<file path="src/assert_macros.svh">
// Assertion macros shared by the encoder RTL.
// TFE_ASSERT checks a property on every rising edge of clk_i outside reset.
// TFE_ASSERT_NEVER checks that an expression is never true outside reset.
`ifndef ASSERT_MACROS_SVH
`define ASSERT_MACROS_SVH
`ifndef SYNTHESIS
`define TFE_ASSERT(label, prop) \
  label: assert property (@(posedge clk_i) disable iff (!rst_ni) prop) \
    else $error("%m: assertion failed");
`define TFE_ASSERT_NEVER(label, expr) \
  label: assert property (@(posedge clk_i) disable iff (!rst_ni) !(expr)) \
    else $error("%m: forbidden condition seen");
`else
`define TFE_ASSERT(label, prop)
`define TFE_ASSERT_NEVER(label, expr)
`endif
`endif

</file>
<file path="src/tfe_pkg.sv">
`timescale 1ns / 1ps
// ----------------------------------------------------------------------------
// tfe_pkg: shared types and constants of the tire frame encoder
// Register map, pipeline stage payloads, line format constants and the
// bytewise CRC-8 update.
// ----------------------------------------------------------------------------
package tfe_pkg;

  localparam int unsigned ADDR_W       = 4;
  localparam int unsigned DATA_W       = 32;
  localparam int unsigned CHUNK_W      = 64;
  localparam int unsigned CHUNKS       = 3;
  localparam int unsigned LINE_W       = CHUNK_W * CHUNKS;
  localparam int unsigned CODED_BITS   = 72;
  localparam int unsigned PREAMBLE_LEN = 14;
  localparam int unsigned TRAILER_LEN  = 3;
  localparam int unsigned LINE_LEN     = PREAMBLE_LEN + 2 * CODED_BITS + TRAILER_LEN;
  localparam int unsigned LAST_LEN     = LINE_LEN - CHUNK_W * (CHUNKS - 1);

  localparam logic [PREAMBLE_LEN-1:0] PREAMBLE = 14'b01010101001111;
  localparam logic [7:0] CRC_POLY = 8'h07;
  localparam logic [7:0] CRC_INIT = 8'h80;

  localparam logic [6:0] FULL_BITS = 7'(CHUNK_W);
  localparam logic [6:0] LAST_BITS = 7'(LAST_LEN);
  localparam logic [1:0] LAST_IDX  = 2'(CHUNKS - 1);

  localparam logic [15:0] P_GAIN_RST = 16'd4096;
  localparam logic signed [12:0] P_BIAS_RST = 13'sd0;
  localparam logic signed [7:0]  T_BIAS_RST = 8'sd0;

  typedef enum logic [1:0] {
    REG_PRESSURE_GAIN    = 2'd0,
    REG_PRESSURE_BIAS    = 2'd1,
    REG_TEMPERATURE_BIAS = 2'd2
  } reg_idx_e;

  typedef struct packed {
    logic [15:0]        p_gain;
    logic signed [12:0] p_bias;
    logic signed [7:0]  t_bias;
  } cfg_t;

  typedef struct packed {
    logic [7:0]        status_byte;
    logic [31:0]       sensor_id;
    logic [13:0]       pressure_value;
    logic signed [8:0] temperature_value;
  } reading_t;

  // After the first stage: clamped pressure sum, temperature code.
  typedef struct packed {
    logic [7:0]  status;
    logic [31:0] id;
    logic [14:0] p_pos;
    logic [7:0]  t_code;
    logic [7:0]  crc;
  } st1_t;

  // After the multiplier stage.
  typedef struct packed {
    logic [7:0]  status;
    logic [31:0] id;
    logic [14:0] p_prod;
    logic [7:0]  t_code;
    logic [7:0]  crc;
  } scl_t;

  typedef struct packed {
    logic [63:0] frame;
    logic [7:0]  crc;
  } frm_t;

  function automatic logic [7:0] crc8_byte(input logic [7:0] crc, input logic [7:0] data);
    logic [7:0] c;
    c = crc ^ data;
    for (int i = 0; i < 8; i++) begin
      c = c[7] ? ({c[6:0], 1'b0} ^ CRC_POLY) : {c[6:0], 1'b0};
    end
    return c;
  endfunction

endpackage

</file>
<file path="src/tfe_if.sv">
`timescale 1ns / 1ps
// ----------------------------------------------------------------------------
// tfe_if: valid/ready channels of the tire frame encoder
// tfe_in_if carries one tire reading per beat, tfe_out_if one line chunk.
// ----------------------------------------------------------------------------
interface tfe_in_if;
  logic              valid;
  logic              ready;
  logic [7:0]        status_byte;
  logic [31:0]       sensor_id;
  logic [13:0]       pressure_value;
  logic signed [8:0] temperature_value;

  modport source (output valid, status_byte, sensor_id, pressure_value,
                  temperature_value, input ready);
  modport sink (input valid, status_byte, sensor_id, pressure_value,
                temperature_value, output ready);
endinterface

interface tfe_out_if;
  logic        valid;
  logic        ready;
  logic [63:0] line_chunk;
  logic [6:0]  chunk_bits;
  logic        last_chunk;

  modport source (output valid, line_chunk, chunk_bits, last_chunk, input ready);
  modport sink (input valid, line_chunk, chunk_bits, last_chunk, output ready);
endinterface

</file>
<file path="src/tfe_cfg_regs.sv">
`timescale 1ns / 1ps
// ----------------------------------------------------------------------------
// tfe_cfg_regs: APB register file
// Holds the pressure gain, pressure bias and temperature bias.
// ----------------------------------------------------------------------------
module tfe_cfg_regs import tfe_pkg::*; (
  input  logic              clk_i,
  input  logic              rst_ni,
  input  logic              psel,
  input  logic              penable,
  input  logic              pwrite,
  input  logic [ADDR_W-1:0] paddr,
  input  logic [DATA_W-1:0] pwdata,
  output logic [DATA_W-1:0] prdata,
  output logic              pready,
  output cfg_t              cfg_o
);

  cfg_t     cfg_q, cfg_d;
  reg_idx_e idx;
  logic     wr_en;

  assign idx    = reg_idx_e'(paddr[ADDR_W-1:2]);
  assign wr_en  = psel && penable && pwrite;
  assign pready = 1'b1;
  assign cfg_o  = cfg_q;

  always_comb begin
    cfg_d = cfg_q;
    if (wr_en) begin
      case (idx)
        REG_PRESSURE_GAIN:    cfg_d.p_gain = pwdata[15:0];
        REG_PRESSURE_BIAS:    cfg_d.p_bias = pwdata[12:0];
        REG_TEMPERATURE_BIAS: cfg_d.t_bias = pwdata[7:0];
        default:              cfg_d = cfg_q;
      endcase
    end
  end

  always_comb begin
    case (idx)
      REG_PRESSURE_GAIN:    prdata = {16'b0, cfg_q.p_gain};
      REG_PRESSURE_BIAS:    prdata = {19'b0, cfg_q.p_bias};
      REG_TEMPERATURE_BIAS: prdata = {24'b0, cfg_q.t_bias};
      default:              prdata = '0;
    endcase
  end

  always_ff @(posedge clk_i or negedge rst_ni) begin
    if (!rst_ni) begin
      cfg_q.p_gain <= P_GAIN_RST;
      cfg_q.p_bias <= P_BIAS_RST;
      cfg_q.t_bias <= T_BIAS_RST;
    end else begin
      cfg_q <= cfg_d;
    end
  end

endmodule

</file>
<file path="src/tfe_scale.sv">
`timescale 1ns / 1ps
// ----------------------------------------------------------------------------
// tfe_scale: reading scaling, pipeline stages one and two
// Stage one adds the biases and saturates the temperature code, stage two
// multiplies by the pressure gain. The CRC runs over the id bytes alongside.
// ----------------------------------------------------------------------------
module tfe_scale import tfe_pkg::*; (
  input  logic     clk_i,
  input  logic     rst_ni,
  input  cfg_t     cfg_i,
  input  logic     valid_i,
  input  reading_t reading_i,
  output logic     ready_o,
  output logic     valid_o,
  output scl_t     data_o,
  input  logic     ready_i
);

  logic v1_q, v2_q;
  logic r1, r2;
  st1_t s1_q, s1_d;
  scl_t s2_q, s2_d;

  logic signed [15:0] p_sum;
  logic signed [9:0]  t_sum;
  logic [30:0]        prod;

  assign r2      = !v2_q || ready_i;
  assign r1      = !v1_q || r2;
  assign ready_o = r1;
  assign valid_o = v2_q;
  assign data_o  = s2_q;

  always_comb begin
    p_sum = $signed({2'b00, reading_i.pressure_value}) + 16'(cfg_i.p_bias);
    t_sum = 10'(reading_i.temperature_value) + 10'(cfg_i.t_bias);
    s1_d.status = reading_i.status_byte;
    s1_d.id     = reading_i.sensor_id;
    // A sum at or below zero gives a zero product, hence pressure code 0.
    s1_d.p_pos  = (p_sum > 16'sd0) ? p_sum[14:0] : '0;
    if (t_sum < 10'sd0) begin
      s1_d.t_code = 8'h00;
    end else if (t_sum > 10'sd255) begin
      s1_d.t_code = 8'hFF;
    end else begin
      s1_d.t_code = t_sum[7:0];
    end
    s1_d.crc = crc8_byte(crc8_byte(CRC_INIT, reading_i.sensor_id[31:24]),
                         reading_i.sensor_id[23:16]);
  end

  always_comb begin
    prod = 31'(s1_q.p_pos) * 31'(cfg_i.p_gain);
    s2_d.status = s1_q.status;
    s2_d.id     = s1_q.id;
    s2_d.p_prod = prod[30:16];
    s2_d.t_code = s1_q.t_code;
    s2_d.crc    = crc8_byte(crc8_byte(s1_q.crc, s1_q.id[15:8]), s1_q.id[7:0]);
  end

  always_ff @(posedge clk_i or negedge rst_ni) begin
    if (!rst_ni) begin
      v1_q <= 1'b0;
      v2_q <= 1'b0;
    end else begin
      if (r1) begin
        v1_q <= valid_i;
      end
      if (r2) begin
        v2_q <= v1_q;
      end
    end
  end

  always_ff @(posedge clk_i) begin
    if (r1 && valid_i) begin
      s1_q <= s1_d;
    end
    if (r2 && v1_q) begin
      s2_q <= s2_d;
    end
  end

endmodule

</file>
<file path="src/tfe_frame_crc.sv">
`timescale 1ns / 1ps
// ----------------------------------------------------------------------------
// tfe_frame_crc: frame assembly, pipeline stages three and four
// Stage three saturates the pressure code and lays out the 64-bit frame,
// stages three and four each fold two more frame bytes into the CRC.
// ----------------------------------------------------------------------------
`include "assert_macros.svh"

module tfe_frame_crc import tfe_pkg::*; (
  input  logic clk_i,
  input  logic rst_ni,
  input  logic valid_i,
  input  scl_t data_i,
  output logic ready_o,
  output logic valid_o,
  output frm_t data_o,
  input  logic ready_i
);

  logic v3_q, v4_q;
  logic r3, r4;
  frm_t s3_q, s3_d;
  frm_t s4_q, s4_d;
  logic [7:0] p_code;

  assign r4      = !v4_q || ready_i;
  assign r3      = !v3_q || r4;
  assign ready_o = r3;
  assign valid_o = v4_q;
  assign data_o  = s4_q;

  always_comb begin
    p_code = (|data_i.p_prod[14:8]) ? 8'hFF : data_i.p_prod[7:0];
    s3_d.frame = {data_i.id, data_i.status[7], p_code, data_i.t_code,
                  data_i.status[6:0], ~p_code};
    s3_d.crc   = crc8_byte(crc8_byte(data_i.crc, s3_d.frame[31:24]), s3_d.frame[23:16]);
  end

  always_comb begin
    s4_d.frame = s3_q.frame;
    s4_d.crc   = crc8_byte(crc8_byte(s3_q.crc, s3_q.frame[15:8]), s3_q.frame[7:0]);
  end

  always_ff @(posedge clk_i or negedge rst_ni) begin
    if (!rst_ni) begin
      v3_q <= 1'b0;
      v4_q <= 1'b0;
    end else begin
      if (r3) begin
        v3_q <= valid_i;
      end
      if (r4) begin
        v4_q <= v3_q;
      end
    end
  end

  always_ff @(posedge clk_i) begin
    if (r3 && valid_i) begin
      s3_q <= s3_d;
    end
    if (r4 && v3_q) begin
      s4_q <= s4_d;
    end
  end

  // A frame held back by the line stage must not change under it.
  `TFE_ASSERT(a_s4_hold, (v4_q && !ready_i) |=> (v4_q && $stable(s4_q)))

endmodule

</file>
<file path="src/tfe_line_out.sv">
`timescale 1ns / 1ps
// ----------------------------------------------------------------------------
// tfe_line_out: differential Manchester coding and chunk output
// Codes frame and CRC behind the preamble into a 192-bit line register and
// shifts it out as three chunk beats.
// ----------------------------------------------------------------------------
`include "assert_macros.svh"

module tfe_line_out import tfe_pkg::*; (
  input  logic              clk_i,
  input  logic              rst_ni,
  input  logic              valid_i,
  input  frm_t              data_i,
  output logic              ready_o,
  output logic              valid_o,
  output logic [CHUNK_W-1:0] line_chunk_o,
  output logic [6:0]        chunk_bits_o,
  output logic              last_chunk_o,
  input  logic              ready_i
);

  localparam int unsigned PAD_HI = LINE_W - 1 - LAST_LEN;
  localparam int unsigned PAD_LO = LINE_W - CHUNK_W;

  logic [LINE_W-1:0]     line_q, line_d;
  logic [1:0]            cnt_q;
  logic                  ov_q;
  logic [CODED_BITS-1:0] word;
  logic [CODED_BITS-1:0] par_incl, par_prev;
  logic                  last, beat, load;

  assign last    = (cnt_q == LAST_IDX);
  assign beat    = ov_q && ready_i;
  assign ready_o = !ov_q || (ready_i && last);
  assign load    = valid_i && ready_o;

  assign valid_o      = ov_q;
  assign line_chunk_o = line_q[LINE_W-1 -: CHUNK_W];
  assign chunk_bits_o = last ? LAST_BITS : FULL_BITS;
  assign last_chunk_o = last;

  assign word = {data_i.frame, data_i.crc};

  // The line level before coded bit k is the inverse of the parity of all
  // earlier bits, so each half bit follows from a prefix parity.
  always_comb begin
    for (int k = 0; k < CODED_BITS; k++) begin
      par_incl[k] = ^(word >> (CODED_BITS - 1 - k));
      par_prev[k] = ^(word >> (CODED_BITS - k));
    end
  end

  always_comb begin
    line_d = '0;
    line_d[LINE_W-1 -: PREAMBLE_LEN] = PREAMBLE;
    for (int k = 0; k < CODED_BITS; k++) begin
      line_d[LINE_W - 1 - PREAMBLE_LEN - 2 * k] = par_prev[k];
      line_d[LINE_W - 2 - PREAMBLE_LEN - 2 * k] = ~par_incl[k];
    end
    for (int t = 0; t < TRAILER_LEN; t++) begin
      line_d[LINE_W - 1 - PREAMBLE_LEN - 2 * CODED_BITS - t] = par_incl[CODED_BITS-1];
    end
  end

  always_ff @(posedge clk_i or negedge rst_ni) begin
    if (!rst_ni) begin
      ov_q  <= 1'b0;
      cnt_q <= '0;
    end else if (load) begin
      ov_q  <= 1'b1;
      cnt_q <= '0;
    end else if (beat) begin
      if (last) begin
        ov_q <= 1'b0;
      end
      cnt_q <= cnt_q + 2'd1;
    end
  end

  always_ff @(posedge clk_i) begin
    if (load) begin
      line_q <= line_d;
    end else if (beat) begin
      line_q <= {line_q[LINE_W-CHUNK_W-1:0], {CHUNK_W{1'b0}}};
    end
  end

  `TFE_ASSERT(a_first_preamble, (ov_q && cnt_q == '0) |-> (line_q[LINE_W-1 -: PREAMBLE_LEN] == PREAMBLE))
  `TFE_ASSERT(a_step_chunk, (beat && !last) |=> (ov_q && cnt_q == $past(cnt_q) + 2'd1))
  `TFE_ASSERT(a_drain, (beat && last && !load) |=> !ov_q)
  `TFE_ASSERT_NEVER(a_pad_zero, ov_q && last && (line_q[PAD_HI:PAD_LO] != '0))

endmodule

</file>
<file path="src/tpms_frame_encoder_core.sv">
`timescale 1ns / 1ps
// ----------------------------------------------------------------------------
// tpms_frame_encoder_core: tire reading to coded radio line
// Scales one reading to byte codes, builds frame and CRC-8, codes it in
// differential Manchester behind a preamble and sends 161 line bits.
// ----------------------------------------------------------------------------
//  channel    dir  handshake           beat carries
//  reading_i  in   valid/ready         status, sensor id, pressure, temperature
//  chunk_o    out  valid/ready         64 line bits, valid bit count, last flag
//  APB        in   psel/penable/pwrite three config registers at 0x0, 0x4, 0x8
//
//  A reading passes five register stages: bias add, gain multiply, frame
//  layout, CRC finish, line coding. Its first chunk comes straight from the
//  line coding register. Each frame leaves as three chunk beats, and the
//  line output register takes the next frame as the last beat leaves, so
//  the line output register sets the sustained rate.
//  Readings are accepted back to back while earlier ones are still in flight.
//  Reset clears the valid bits and the chunk counter and loads the register
//  defaults; no memory needs a clearing pass.
//  A stall on chunk_o holds the beat and backs up stage by stage.
// ----------------------------------------------------------------------------
module tpms_frame_encoder_core import tfe_pkg::*; (
  input  logic              clk_i,
  input  logic              rst_ni,
  tfe_in_if.sink            reading_i,
  tfe_out_if.source         chunk_o,
  input  logic              psel,
  input  logic              penable,
  input  logic              pwrite,
  input  logic [ADDR_W-1:0] paddr,
  input  logic [DATA_W-1:0] pwdata,
  output logic [DATA_W-1:0] prdata,
  output logic              pready
);

  cfg_t     cfg;
  reading_t reading;
  scl_t     scl_data;
  frm_t     frm_data;
  logic     scl_valid, scl_ready;
  logic     frm_valid, frm_ready;

  assign reading.status_byte       = reading_i.status_byte;
  assign reading.sensor_id         = reading_i.sensor_id;
  assign reading.pressure_value    = reading_i.pressure_value;
  assign reading.temperature_value = reading_i.temperature_value;

  tfe_cfg_regs u_cfg (
    .clk_i   (clk_i),
    .rst_ni  (rst_ni),
    .psel    (psel),
    .penable (penable),
    .pwrite  (pwrite),
    .paddr   (paddr),
    .pwdata  (pwdata),
    .prdata  (prdata),
    .pready  (pready),
    .cfg_o   (cfg)
  );

  tfe_scale u_scale (
    .clk_i     (clk_i),
    .rst_ni    (rst_ni),
    .cfg_i     (cfg),
    .valid_i   (reading_i.valid),
    .reading_i (reading),
    .ready_o   (reading_i.ready),
    .valid_o   (scl_valid),
    .data_o    (scl_data),
    .ready_i   (scl_ready)
  );

  tfe_frame_crc u_frame (
    .clk_i   (clk_i),
    .rst_ni  (rst_ni),
    .valid_i (scl_valid),
    .data_i  (scl_data),
    .ready_o (scl_ready),
    .valid_o (frm_valid),
    .data_o  (frm_data),
    .ready_i (frm_ready)
  );

  tfe_line_out u_line (
    .clk_i        (clk_i),
    .rst_ni       (rst_ni),
    .valid_i      (frm_valid),
    .data_i       (frm_data),
    .ready_o      (frm_ready),
    .valid_o      (chunk_o.valid),
    .line_chunk_o (chunk_o.line_chunk),
    .chunk_bits_o (chunk_o.chunk_bits),
    .last_chunk_o (chunk_o.last_chunk),
    .ready_i      (chunk_o.ready)
  );

endmodule

</file>
<file path="src/flat_wrapper.sv">
// flat-port wrapper written by rule: the top's interface ports become plain ports
module tpms_frame_encoder_core_flat import tfe_pkg::*;
  (clk_i, rst_ni, psel, penable, pwrite, paddr, pwdata, prdata, pready, reading_i_valid, reading_i_status_byte, reading_i_sensor_id, reading_i_pressure_value, reading_i_temperature_value, reading_i_ready, chunk_o_valid, chunk_o_line_chunk, chunk_o_chunk_bits, chunk_o_last_chunk, chunk_o_ready);
  tfe_in_if reading_i_i ();
  tfe_out_if chunk_o_i ();
  input  logic clk_i;
  input  logic rst_ni;
  input  logic psel;
  input  logic penable;
  input  logic pwrite;
  input  logic [ADDR_W-1:0] paddr;
  input  logic [DATA_W-1:0] pwdata;
  output logic [DATA_W-1:0] prdata;
  output logic pready;
  input wire logic [$bits(reading_i_i.valid)-1:0] reading_i_valid;
  input wire logic [$bits(reading_i_i.status_byte)-1:0] reading_i_status_byte;
  input wire logic [$bits(reading_i_i.sensor_id)-1:0] reading_i_sensor_id;
  input wire logic [$bits(reading_i_i.pressure_value)-1:0] reading_i_pressure_value;
  input wire logic [$bits(reading_i_i.temperature_value)-1:0] reading_i_temperature_value;
  output wire logic [$bits(reading_i_i.ready)-1:0] reading_i_ready;
  output wire logic [$bits(chunk_o_i.valid)-1:0] chunk_o_valid;
  output wire logic [$bits(chunk_o_i.line_chunk)-1:0] chunk_o_line_chunk;
  output wire logic [$bits(chunk_o_i.chunk_bits)-1:0] chunk_o_chunk_bits;
  output wire logic [$bits(chunk_o_i.last_chunk)-1:0] chunk_o_last_chunk;
  input wire logic [$bits(chunk_o_i.ready)-1:0] chunk_o_ready;
  assign reading_i_i.valid = reading_i_valid;
  assign reading_i_i.status_byte = reading_i_status_byte;
  assign reading_i_i.sensor_id = reading_i_sensor_id;
  assign reading_i_i.pressure_value = reading_i_pressure_value;
  assign reading_i_i.temperature_value = reading_i_temperature_value;
  assign reading_i_ready = reading_i_i.ready;
  assign chunk_o_valid = chunk_o_i.valid;
  assign chunk_o_line_chunk = chunk_o_i.line_chunk;
  assign chunk_o_chunk_bits = chunk_o_i.chunk_bits;
  assign chunk_o_last_chunk = chunk_o_i.last_chunk;
  assign chunk_o_i.ready = chunk_o_ready;
  tpms_frame_encoder_core u_core (.clk_i(clk_i), .rst_ni(rst_ni), .reading_i(reading_i_i), .chunk_o(chunk_o_i), .psel(psel), .penable(penable), .pwrite(pwrite), .paddr(paddr), .pwdata(pwdata), .prdata(prdata), .pready(pready));
endmodule
</file>
<file path="config.mk">
export PLATFORM = sky130hd
export DESIGN_NAME = tpms_frame_encoder_core_flat
export DESIGN_NICKNAME = d
export VERILOG_FILES = /design/src/tfe_pkg.sv /design/src/tfe_if.sv /design/src/tfe_cfg_regs.sv /design/src/tfe_scale.sv /design/src/tfe_frame_crc.sv /design/src/tfe_line_out.sv /design/src/tpms_frame_encoder_core.sv /design/src/flat_wrapper.sv
export VERILOG_INCLUDE_DIRS = /design/src /design/src/src
export SDC_FILE = /design/constraint.sdc
export NUM_CORES = 1
export LEC_CHECK = 0
export BUFFER_PORTS_ARGS = -buffer_cell sky130_fd_sc_hd__buf_2
export CORE_UTILIZATION = 57
export CTS_BUF_LIST = sky130_fd_sc_hd__clkbuf_4 sky130_fd_sc_hd__clkbuf_8
export DETAILED_ROUTE_END_ITERATION = 6
export MAX_ROUTING_LAYER = met4
export PLACE_DENSITY = 0.79
export SYNTH_ARGS = -nofsm -noshare
export SYNTH_HDL_FRONTEND = slang
export SYNTH_SLANG_ARGS = --single-unit
</file>
<file path="constraint.sdc">
create_clock -name clk_i -period 6.45 [get_ports clk_i]
set_input_delay 0.3225 -clock clk_i [delete_from_list [all_inputs] [get_ports clk_i]]
set_output_delay 0.3225 -clock clk_i [all_outputs]
set_load 0.01 [all_outputs]
</file>
==> summary.md <==
| Metric | Value |
|---|---|
| Placer congestion estimate | about 0.88 |
| Req. time, crit path | slightly below 7000 ps |
| Leading register cell type out of synthesis | edfxtp_1 |
| Status | complete, but fails checks |
| Vias in the first global route | 17398 |
| Bufs on Longest Clock Path | 3 |
| Post-synthesis cell type count | between 50 and 60 |
| Worst endpoint data arrival time | about 7000 ps |
| Most instantiated cells after synthesis | 430 x edfxtp_1, 241 x xnor2_1, 240 x inv_1 |
| MaxCap Viol Count | 0 |
| Vias after detailed routing | 16490 |
| DRC Markers | 0 |
| Number of failing setup endpoints in the final timing report | 5 |
| Fmax achieved | between 0.15 and 0.2 GHz |
| Area growth, synth to finish | 13.55% |
| Cell at the root of the clock tree | clkbuf_8 |
| Flip-flop and latch count after synthesis | about 500 |
| Cells after DPL | 3081 |
| DPL Wire Length | about 42000 µm |
| Initial Utilization | 58.07% |
| Tightest Hold Check Type | input pin to flip-flop |
| Worst Max-Slew Pin Slew | approximately 1100 ps |
| Hold Worst Slack | 160.9 ps |
| Setup crit start kind | flip-flop |
| Clk Latency, worst-skew pair | between 600 and 700 ps |
| Gr ovfl total | 0 |
| Tcrit/Tclk final | 102.4% |
| Kind of critical path | flip-flop to flip-flop |
| Post-detailed-route wirelength per cell | between 15 and 20 µm |
| Pins Over Slew Limit | 0 |
| Headroom to the max-slew limit | ~23% |
| Post-synthesis average cell area | roughly 12 µm² |
| Die area | between 0.05 and 0.06 mm² |
| Avg Vias per Cell | approximately 5.0 |
| Initial antenna violation count | 5 |
| Number of placement rows | 81 |
| Unrepaired setup endpoints after global routing | yes |
| Post-synthesis cell type with the largest combined area | edfxtp_1 |
| Number of non-filler instances in the completed layout | around 3300 |
| Clock skew after layout | about 26 ps |
| Synth area leaders | edfxtp_1 45%, fa_1 13%, xnor2_1 7.4% |
| Global-route wire length before repair | 88090 µm |
| Time the final worst path needs with I/O delays and setup | 6605 ps |
| GRT Total Usage | around 23% |
| Violated checks | negative setup slack |
| Cell with the most instances after synthesis | edfxtp_1 |
| Fraction of registers with async set/reset | 8.998% |
| Clock H-tree levels | 3 |
| Worst R2R Start | u_core.u_scale.s1_q[17]$_SDFFCE_PP0P_ |
| Reg-to-reg slack, setup | -150 ps |
| Share of Yosys cell area claimed by the top area cell type | 45.24% |
| Critical register-to-register path endpoint | u_core.u_scale.data_o[30]$_DFFE_PP_ |
| Final wirelength | 55500 µm |
| Post-route antenna net violation count | 0 |
| Post-route core utilization | between 60% and 70% |
| Clock slew at the register clock pins of the worst setup and hold paths | 60 ps |
| Number of buffers added by the clock tree synthesis step | 77 |
| CTS tree | yes |
| Area of the mapped netlist | approximately 0.029 mm² |
| Seq/Total Area, Yosys | between 50% and 60% |
| Share of final-layout standard cells stronger than drive strength 1 | between 10% and 20% |
| Setup crit end kind | flip-flop |
| Largest net degree at the start of global routing | 100 |
| X dimension of the die | 225.8 µm |
| Number of port buffers | 173 |
| TritonCTS Sinks | about 500 |
| Critical Path Source | u_core.u_scale.s1_q[17]$_SDFFCE_PP0P_ |
| Number of enable-type register cells in the synthesized netlist | between 400 and 500 |
| Top fanout value on the critical path | 7 |
| Placeable core region | between 0.04 and 0.05 mm² |
| Capturing element of the worst setup path | u_core.u_scale.data_o[30]$_DFFE_PP_ |
| Cells after Synth | roughly 2300 |
| Fin worst setup slack | -154.6 ps |
| Number of iterations in the first detailed-routing pass | 5 |
| Overall die height | about 230 µm |
| Detailed Route Iter0 Violations | around 900 |
| Ports placed on the boundary | ~210 |
| Pre-CTS worst setup slack | -196.3 ps |
| Number of warnings issued by yosys | 0 |
| Total count of hold-check failures in the final report | 0 |
| Worst-case reg-to-reg path depth | 26 |
| Number of nets in the layout | about 3000 |
[routing by layer]
metal  global-route usage [%]  part of all wire (%)  up-vias
met5                        -                     0        -
met4                    8.800                   3.2        0
met3                    4.085                   4.4      125
met2                    40.76                    52      423
met1                    26.24                    40     8030
li1                         -                     -     7912
[cell families (layout without fill, tap and decap cells)]
family	count (synthesis)	count (layout)	share of synthesized area (%)
buffers and inverters	394	698	6.326
other	2	26	0.02631
adders and majority gates	298	298	17.82
AOI/OAI and AO/OA	147	147	3.441
muxes	49	49	1.876
DFF	489	489	50.16
xor gates and xnor gates	328	328	10.66
and+or+nand+nor	588	588	9.693
[area by class of cell]
class                      count  area [µm²]
clock inverter                25       168.9
tap                          664       830.8
inverter                     240       905.9
sequential                   489       14320
fill                        3520       16740
antenna                        5       12.51
multi-input combinational   1431       12680
timing repair buffer         322        2145
clock buffer                 111        1346
[worst max-delay path, stage by stage (launching register included)]
cell and delay (ps):
edfxtp_1 480, and2_4 190, fa_1 550, inv_2 40
fa_1 540, inv_2 40, fa_1 490, fa_1 440
fa_1 520, inv_1 50, fa_1 480, inv_2 50
ha_4 210, a21o_1 160, a21o_1 180, a21o_1 170
a21o_1 180, a21oi_2 120, o41a_1 190, nor2b_1 70
o21a_1 200, o21ba_2 210, o221a_4 220, o211a_1 210
o21a_1 190, nor2_2 100, xnor2_1 70
[state kept, by name, summed over array words and instances, names as in the netlist]
signal	flops
u_core.u_line.line_q	159
u_core.u_frame.data_o	72
u_core.u_frame.s3_q	72
u_core.u_scale.data_o	71
u_core.u_scale.s1_q	71
u_core.u_cfg.cfg_o	37
u_core.u_line.cnt_q	2
u_core.u_frame.v3_q	1
u_core.u_frame.valid_o	1
u_core.u_line.valid_o	1
u_core.u_scale.v1_q	1
u_core.u_scale.valid_o	1
[cells in the final DEF, fill, tap and decap left out, drive strengths merged, types with 19 or more instances in the layout]
master and instances:
xor2 76, buf 264, and2 174, mux2 36, ha 117, dlygate4sd3 58
o21a 32, a21o 39, edfxtp 430, fa 181, inv 244, o21ai 28
conb 21, xnor2 249, clkbuf 111, nand2 208, nor2 146, dfrtp 43
a21oi 27, clkinv 19
[how the worst min path moves through the flow]
| stage | start | end | cells after the start |
|---|---|---|---|
| detailed placement | u_core.u_scale.data_o[50]$_DFFE_PP_ | u_core.u_frame.s3_q[59]$_DFFE_PP_ | 0 |
| CTS | reading_i_pressure_value[0] | u_core.u_scale.s1_q[16]$_SDFFCE_PP0P_ | 3 |
| global placement | u_core.u_scale.s1_q[10]$_SDFFCE_PN0P_ | u_core.u_scale.data_o[10]$_DFFE_PP_ | 0 |
| finish | reading_i_pressure_value[0] | u_core.u_scale.s1_q[16]$_SDFFCE_PP0P_ | 3 |
| floorplan | rst_ni | u_core.u_cfg.cfg_o[0]$_DFFE_PN0P_ | 0 |
| global route | reading_i_temperature_value[0] | u_core.u_scale.s1_q[8]$_SDFFCE_PN0P_ | 3 |
[stage by stage]
stage                     TNS (ps)  instance area (µm²)
final                       -463.7                32410
after global routing         -1884                32410
after CTS                   -268.1                32260
after detailed placement    -527.7                30120
after global placement      -148.4                30120
after floorplan             -37.60                28660
[timing repair]
action                                  4_1_cts  5_1_grt
hold buffers                                 58        0
resized for setup                             8       30
setup buffers                                 2        6
pin swaps                                     4       12
endpoints found under the setup margin        6       10
endpoints found under the hold margin       121        0
Power is not shown: default switching activity piles up to over one toggle a cycle in this logic, so the estimate is an artifact.
